File: config.mk
export PLATFORM = sky130hd
export DESIGN_NAME = dstq_ram
export DESIGN_NICKNAME = d
export VERILOG_FILES = /design/src/design/dstq_ram.sv
export SDC_FILE = /design/constraint.sdc
export NUM_CORES = 1
export LEC_CHECK = 0
export ABC_AREA = 0
export BUFFER_PORTS_ARGS = -buffer_cell sky130_fd_sc_hd__buf_2
export CAP_MARGIN = 40
export CORE_ASPECT_RATIO = 0.9
export CORE_MARGIN = 1
export CORE_UTILIZATION = 55
export CTS_CLUSTER_DIAMETER = 120
export CTS_CLUSTER_SIZE = 8
export DETAILED_ROUTE_END_ITERATION = 10
export GPL_ROUTABILITY_DRIVEN = 1
export PLACE_DENSITY = 0.78
export SLEW_MARGIN = 5
export SYNTH_ARGS = -nofsm -noshare
export SYNTH_HDL_FRONTEND = slang
export SYNTH_SLANG_ARGS = --single-unit
File: constraint.sdc
create_clock -name clk -period 2.11 [get_ports clk]
set_clock_uncertainty 0.15 [all_clocks]
set_input_delay 0.211 -clock clk [delete_from_list [all_inputs] [get_ports clk]]
set_output_delay 0.211 -clock clk [all_outputs]
set_load 0.005 [all_outputs]
File: src/design/dstq_ram.sv
module dstq_ram #(
  parameter int WIDTH = 8,
  parameter int DEPTH = 64
) (
  input  logic                     clk,
  input  logic                     we,
  input  logic [$clog2(DEPTH)-1:0] waddr,
  input  logic [WIDTH-1:0]         wdata,
  input  logic                     re,
  input  logic [$clog2(DEPTH)-1:0] raddr,
  output logic [WIDTH-1:0]         rdata
);

  logic [WIDTH-1:0] mem [DEPTH];

  // Read data holds until the next read is issued.
  always_ff @(posedge clk) begin
    if (we) begin
      mem[waddr] <= wdata;
    end
    if (re) begin
      rdata <= mem[raddr];
    end
  end

endmodule

==> results.cfg, run 1 <==
[run_status]
status = complete, but fails checks
violations = setup timing

[logic_synthesis]
yosysMostFrequentCell = edfxtp_1
synth.distinct_cells = 39
yosysTopAreaCellShare_pct = 77.1
synthArstFlopShare_pct = 0
syn_area_per_cell_um2 = 21.5
synth_fa_ha_area_share_pct = 0
ys_top_cells_by_count = edfxtp_1, mux4_2, nor2_1, mux2i_1, nand2_1
yosysTopAreaCell = edfxtp_1
synthCells = 940
synth.area.top_cells = edfxtp_1, mux4_2, nor2_1, mux2i_1, mux2_2
ys_dominant_reg_cell = edfxtp_1
synth-compound-area-share_pct = 2.06
synth_simple_gate_area_share_pct = 3.37
synth_warnings = 0
synth_top_family_by_area = multiplexers
synth_area_mm2 = 0.0202
yosys.area_share.xor_xnor_pct = 0
syn-num-nets = 963
synth_seq_cells = 520
synth-seq-area-share_pct = 77.1
synth.area.mux_share_pct = 15.9
synth_edf_count = 520

[cts]
clkTransAtPathRegs_ps = 50
cts_setup_buffers = 0
clk_latency_ps = 580
clk_path_buf_depth = 3
cts.sinks = 520
cts_max_level = 3
tritoncts = yes
clockRootBuffer = clkbuf_16
cts_made_buffers = 74

[worst_setup_path]
cp_num_buf_inv = 0
required_ps = 2260
cp_max_fo = 1
cp.arrival_ps = 2390
cpPeakStageDelay_ps = 470
crit_type = flop to flop
cp-end-kind = flop
path_cells = mux4_2 -> mux2_4 -> o221a_4 -> nor3_4 -> o32ai_2
cp-start-kind = flop
cp_top_family = multiplexers
crit_path_top_delay_cell = mux4_2
timing.rr.start = mem[21][4]$_DFFE_PP_
crit_path_start = mem[21][4]$_DFFE_PP_

[sta]
setup_viol = 7
maxSlewViolCount = 0
finalCritPeriodShare_pct = 106
fmax_mhz = 446
slew_headroom_pct = 51.9
tightest_slew_ps = 721
fin_ws_ps = -135
rsz0062_at_grt = true
finalCriticalPeriod_ps = 2240
final_hold_viol_count = 0
hold_ws_ps = 32.5

[floorplanning]
die_h_um = 184
start_util_pct = 56.0
die_x_um = 204
pin_count = 31
die_area_mm2 = 0.0376
num_rows = 66
core_mm2 = 0.0362

[placement]
gp_congestion = 0.865
dp_hpwl_mm = 28.5
place_inst = 1556
place_area_mm2 = 0.0221
port_buffers = 30

[pwr]
p_leak_uw = 0.00800
p_seq_share_pct = 50.0
swShare_pct = 20.7
ir_drop_uv = 731
power_density_mw_per_mm2 = 949
p_switching_uw = 4760
power_frac_clock_pct = 44.6
combinationalPowerShare_pct = 5.4
p_int_uw = 18300

[grt]
grt_first_pass_wirelength_mm = 70.2
grt_pass1_vias = 10800
antenna_found_initial = 0
track_usage_pct = 26.4
grt_max_degree = 65
overflow = 0

[routing]
drtAntennaViolNets = 0
drt_iter0_drc = 1382
vias_per_cell = 6.48
wirelength_mm = 47.7
vias = 10600
route.detailed.drc = 0
drtPass1Iterations = 5
avgRoutedWirePerCell_um = 29.0

[final_layout]
layout-drive-gt1-share_pct = 36.8
fin_nets = 1184
syn_to_final_growth_pct = 19.8
finalCoreUtilization_pct = 67.1
fin_area_mm2 = 0.0243
instances_no_fill = 1642
insertedDiodeCount = 0

[job]
max-cap-violations = 0

[hold_path]
min_from = wdata[0]
hp-class = input pin to flop
## what timing repair did
item	in CTS	in global routing
hold buffers	5	0
gates resized for setup	24	3
endpoints found under the hold margin	82	0
setup endpoints to repair	8	8
cloned	0	0
pin swaps	3	0
## metal layers
metal | vias to the layer above | track usage (%) | wire (um) | share of wire (%)
met5 | - | 0 | 0 | 0
met4 | 0 | 11.3 | 1900 | 4.0
met2 | 689 | 40.9 | 22800 | 48
li1 | 4339 | - | - | -
met3 | 128 | 5.85 | 4720 | 9.9
met1 | 5489 | 36.6 | 18300 | 38
## registers in the layout, summed over array words and instances (netlist names)
name,flops
mem,512
rdata,8
## final timing paths
check | to | slack [ps] | depth (start not counted)
max reg2reg | rdata[4]$_DFFE_PP_ | -130 | 5
max | rdata[4]$_DFFE_PP_ | -130 | 5
min reg2reg | rdata[0]$_DFFE_PP_ | 780 | 4
min | mem[23][0]$_DFFE_PP_ | 30 | 1
## final cells by class
class	instances	area [um2]
Clock buffer	75	1880
Clock inverter	6	67.6
Fill cell	2187	11900
Multi-Input combinational cell	369	4440
Sequential cell	520	15600
Tap cell	476	596
Timing Repair Buffer	196	1660
## kinds of logic after synthesis
group	Yosys count
AO/OA/AOI/OAI	54
buffers and inverters	51
flip-flops	520
multiplexers	162
AND/OR/NAND/NOR	153
## metrics by stage
step	worst slack (ps)	power, uW	TNS, ps
2_1_floorplan	2.45	12300	0
3_5_place_dp	-647	12900	-4240
4_1_cts	-64.6	23100	-181
3_3_place_gp	-587	12800	-3850
5_1_grt	-137	23600	-485
6_report	-135	23000	-299
## cell usage in the layout, fill, tap and decap left out, types with 8 or more instances in the layout
master	synthesis	routed
nand2_1	19	19
nand3_1	13	13
mux2_2	13	12
nor2b_1	14	14
mux2i_1	23	22
mux4_2	126	126
o221ai_1	8	8
edfxtp_1	520	520
buf_2	11	27
clkbuf_16	0	75
buf_12	2	19
buf_4	13	144
nor2_1	83	80
## power groups by stage
stage          sequential, uW  combinational, uW  clock [uW]
4_1_cts                 11500               1230       10400
3_3_place_gp            11700               1140           0
5_1_grt                 11500               1310       10800
2_1_floorplan           11700                611           0
6_report                11500               1250       10300
3_5_place_dp            11700               1170           0
Power figures use the tool's default switching activity.
==> run 2, diff against run 1 <==
- BUFFER_PORTS_ARGS: -buffer_cell sky130_fd_sc_hd__buf_2 -> -buffer_cell sky130_fd_sc_hd__buf_4
- REMOVE_ABC_BUFFERS: default -> 1
==> run 2 against run 1 <==
  * The flow still finishes with violations (setup timing)
  * Global-route usage is 0.72 points lower
  * Sequential power hardly changed
  * Die area stayed put
  * First-iteration DRC count is 7.0% lower
  * Wire length is 3.3% lower
  * Total power is 0.50% lower
  * Setup slack better by 100 ps
  * Critical path type unchanged
  * Critical endpoint is now rdata[1]$_DFFE_PP_
==> results.cfg, run 2 (same netlist as run 1, synthesis figures left out) <==
[run_status]
status = complete, but fails checks
violations = setup timing

[sta]
maxSlewViolCount = 0
finalCritPeriodShare_pct = 102
final_hold_viol_count = 0
slew_headroom_pct = 50.4
finalCriticalPeriod_ps = 2140
setup_viol = 2
rsz0062_at_grt = true
tightest_slew_ps = 743
fmax_mhz = 467
fin_ws_ps = -32.1

[routing]
wirelength_mm = 46.1
route.detailed.drc = 0
drtPass1Iterations = 5
vias = 10400
drtAntennaViolNets = 0
avgRoutedWirePerCell_um = 28.7
drt_iter0_drc = 1285
vias_per_cell = 6.46

[floorplanning]
num_rows = 66
die_x_um = 204
pin_count = 31
start_util_pct = 56.0
die_h_um = 184
die_area_mm2 = 0.0376
core_mm2 = 0.0362

[grt]
grtUsageMet3_pct = 5.92
antenna_found_initial = 0
grt_max_degree = 65
use_met1_pct = 35.5
grt_util_met2_pct = 39.4
grt_first_pass_wirelength_mm = 68.6
track_usage_pct = 25.7
grt_pass1_vias = 10800
grt.busiest_layer = met2
overflow = 0

[worst_setup_path]
cp-end-kind = flop
cp-start-kind = flop
cp_top_family = multiplexers
crit_top_cell = mux4_2
cp_num_buf_inv = 0
crit_path_top_delay_cell = mux4_2
required_ps = 2260
cp.arrival_ps = 2300
path_cells = mux4_2 -> mux4_2 -> nor2_4 -> nor3_2 -> o2bb2ai_1
crit_type = flop to flop
cp_max_fo = 1
cpPeakStageDelay_ps = 520

[final_layout]
reg_top3 = mem x512, rdata x8
syn_to_final_growth_pct = 17.9
fin_nets = 1151
fill_cells = 2252
regMostFlops = mem
largest_reg_flops = 512
fin_area_mm2 = 0.0239
ff_latch_area_mm2 = 0.0156
layout_commonest_cell = edfxtp_1
insertedDiodeCount = 0
finalCoreUtilization_pct = 66.0
layout-drive-gt1-share_pct = 34.7
multi_input_comb_area_mm2 = 0.00439
layout_common_cells = edfxtp_1, buf_4, mux4_2

[pwr]
power_density_mw_per_mm2 = 960
ir_drop_uv = 876
p_leak_uw = 0.00780

[cts]
cts_max_level = 3
clkTransAtPathRegs_ps = 50
clockRootBuffer = clkbuf_16
cts_made_buffers = 74
clk_path_buf_depth = 3
clk_latency_ps = 570
cts.sinks = 520
cts_setup_buffers = 0
tritoncts = yes

[hold_path]
hp-class = input pin to flop

[placement]
dp_hpwl_mm = 27.1
place_area_mm2 = 0.0218
gp_congestion = 0.834
port_buffers = 30

[job]
max-cap-violations = 0
run 2: changes by cell type in the layout (fill, tap and decap cells not counted), sizes merged:
cell	before	now
dlygate4sd3	5	2
clkbuf	76	78
clkinv	2	0
buf	190	160
inv	4	2
run 2: power breakdown:
part           internal (uW)  switching [uW]
logic                    486             679
clock network           6350            3870
registers              11500            33.7
run 2: per-layer routing:
metal | vias up | wire length [um]
met5 | - | 0
met4 | 0 | 1870
met3 | 127 | 4140
met2 | 581 | 22000
met1 | 5401 | 18200
li1 | 4279 | -
run 2: worst register-to-register path, stage by stage, from the launching register on:
cell	delay, ps
edfxtp_1	350
mux4_2	520
mux4_2	520
nor2_4	180
nor3_2	50
o2bb2ai_1	120
run 2: final cells by class:
class | count | area share [%]
flip-flops and latches | 520 | 65.4
multi-input cells | 369 | 18.4
clock buffers | 77 | 8.07
repair buffers | 163 | 5.59
well taps | 476 | 2.49
clock inverters | 2 | 0.0734
run 2: final timing paths:
kind,startpoint,endpoint,slack [ps],cells past startpoint
hold reg to reg,mem[22][0]$_DFFE_PP_,rdata[0]$_DFFE_PP_,760,4
setup reg to reg,mem[15][1]$_DFFE_PP_,rdata[1]$_DFFE_PP_,-30,5
hold / removal,wdata[3],mem[17][3]$_DFFE_PP_,30,1
setup / recovery,mem[15][1]$_DFFE_PP_,rdata[1]$_DFFE_PP_,-30,5
run 2: metrics by stage:
step / power [uW] / hold slack (ps) / cells / TNS (ps) / worst slack (ps)
after floorplan: 12100 / 160 / 889 / 0 / 137
after global placement: 12800 / 405 / 1526 / -3080 / -501
after detailed placement: 12800 / 408 / 1526 / -3210 / -517
after CTS: 23000 / 48.8 / 1607 / -55.8 / -28.9
after global routing: 23500 / 65.6 / 1607 / -254 / -89.5
final: 22900 / 31.3 / 1607 / -50.9 / -32.1
run 2: timing repair:
item                                    4_1_cts  5_1_grt
endpoints found under the setup margin        6        7
endpoints found under the hold margin        14        0
pin swaps                                     2        1
hold buffers                                  2        0
gates resized for setup                      16        1
==> run 3, diff against run 2 <==
- ABC_AREA: 0 -> default
- CORE_MARGIN: 1 -> 8
==> run 3 against run 2 <==
  * The run still ends with setup timing left
  * Die area rose by 15%
  * Critical path depth is 1 higher
  * Wire length is 3.2% higher
  * Largest cell class unchanged
  * Largest power group unchanged
  * Highest routed layer unchanged
==> results.cfg, run 3 (same netlist as run 1, synthesis figures left out) <==
[run_status]
status = complete, but fails checks
violations = setup timing

[grt]
grt_max_degree = 65
grt_first_pass_wirelength_mm = 70.8
grt_pass1_vias = 11000
track_usage_pct = 22.5
overflow = 0
antenna_found_initial = 0

[routing]
vias = 10600
wirelength_mm = 47.6
route.detailed.drc = 0
drt_iter0_drc = 1330
avgRoutedWirePerCell_um = 29.2
drtAntennaViolNets = 0
vias_per_cell = 6.49
drtPass1Iterations = 5

[hold_path]
hp-class = input pin to flop

[floorplanning]
die_area_mm2 = 0.0432
num_rows = 66
pin_count = 31
core_mm2 = 0.0363
start_util_pct = 55.9
die_h_um = 198
die_x_um = 218

[cts]
clockRootBuffer = clkbuf_16
cts_setup_buffers = 0
clkTransAtPathRegs_ps = 50
clk_latency_ps = 570
clk_path_buf_depth = 3
tritoncts = yes
cts.sinks = 520
cts_made_buffers = 74
cts_max_level = 3

[final_layout]
layout_common_cells = edfxtp_1, buf_4, mux4_2
insertedDiodeCount = 0
reg_top3 = mem x512, rdata x8
regMostFlops = mem
layout_commonest_cell = edfxtp_1
layout-drive-gt1-share_pct = 36.0
syn_to_final_growth_pct = 19.0
fin_nets = 1175
largest_reg_flops = 512

[sta]
maxSlewViolCount = 0
final_hold_viol_count = 0
hold_ws_ps = 41.4
tightest_slew_ps = 724
fmax_mhz = 450
slew_headroom_pct = 51.8
finalCriticalPeriod_ps = 2220
finalCritPeriodShare_pct = 105
fin_ws_ps = -112
rsz0062_at_grt = true
setup_viol = 3

[pwr]
ir_drop_uv = 642
p_leak_uw = 0.00793
power_density_mw_per_mm2 = 952

[worst_setup_path]
cp.arrival_ps = 2380
cp-end-kind = flop
cp_max_fo = 1
cp-start-kind = flop
required_ps = 2270
crit_type = flop to flop

[placement]
port_buffers = 30
gp_congestion = 0.826
dp_hpwl_mm = 28.2
place_ws_ps = -594

[job]
max-cap-violations = 0
-- run 3: changes by cell type in the layout (fill, tap and decap cells not counted), moves of 2 or more --
cell,previous run,this run
nor3_1,3,5
mux2_2,13,11
o221a_4,0,2
buf_12,8,10
nor2_1,78,80
mux2_4,0,2
buf_4,152,174
o221a_2,2,0
-- run 3: metal layers --
layer  global-route usage [%]  vias to the layer above  wire length (um)
li1                         -                     4320                 -
met1                     30.4                     5470             17900
met2                     35.5                      640             23000
met3                     4.79                      141              4780
met4                     9.85                        0              1900
met5                        0                        -                 0
-- run 3: layout make-up --
type,instances,area (um2)
flip-flops and latches,520,15600
fillers,2182,12200
clock buffers,76,1900
clock inverters,2,25.0
well taps,476,596
repair buffers,187,1540
multi-input cells,369,4410
-- run 3: worst paths after layout --
| path | from | to | slack (ps) | cells after the start |
|---|---|---|---|---|
| worst max register to register | mem[20][6]$_DFFE_PP_ | rdata[6]$_DFFE_PP_ | -110 | 6 |
| worst min-delay path | wdata[2] | mem[53][2]$_DFFE_PP_ | 40 | 1 |
| worst max-delay path | mem[20][6]$_DFFE_PP_ | rdata[6]$_DFFE_PP_ | -110 | 6 |
| worst min register to register | mem[26][6]$_DFFE_PP_ | rdata[6]$_DFFE_PP_ | 750 | 3 |
-- run 3: power breakdown --
part | total (uW) | switching [uW] | internal, uW
Combinational | 1220 | 694 | 526
Clock | 10200 | 3900 | 6280
Sequential | 11500 | 33.2 | 11500
Total | 22900 | 4630 | 18300
-- run 3: per-stage QoR --
step | instances | area [um2] | total power (uW) | setup TNS (ps) | util, %
2_1_floorplan | 889 | 19900 | 12100 | 0 | -
3_3_place_gp | 1550 | 22000 | 12800 | -3170 | 60.8
3_5_place_dp | 1550 | 22000 | 12900 | -3380 | 60.8
4_1_cts | 1630 | 24100 | 23100 | -199 | 66.4
5_1_grt | 1630 | 24100 | 23500 | -412 | 66.4
6_report | 1630 | 24100 | 22900 | -227 | 66.4
-- run 3: repair_timing --
| item | CTS | global route |
|---|---|---|
| pin swaps | 3 | 2 |
| endpoints found under the setup margin | 7 | 7 |
| gates resized for setup | 16 | 4 |
| hold endpoints to repair | 11 | 0 |
| hold buffers | 2 | 0 |
-- run 3: critical path, stage by stage, from the launching register on --
cell,delay [ps]
edfxtp_1,390
mux4_2,490
mux2_4,310
o221a_4,280
nor3_2,110
buf_4,150
o32ai_2,80
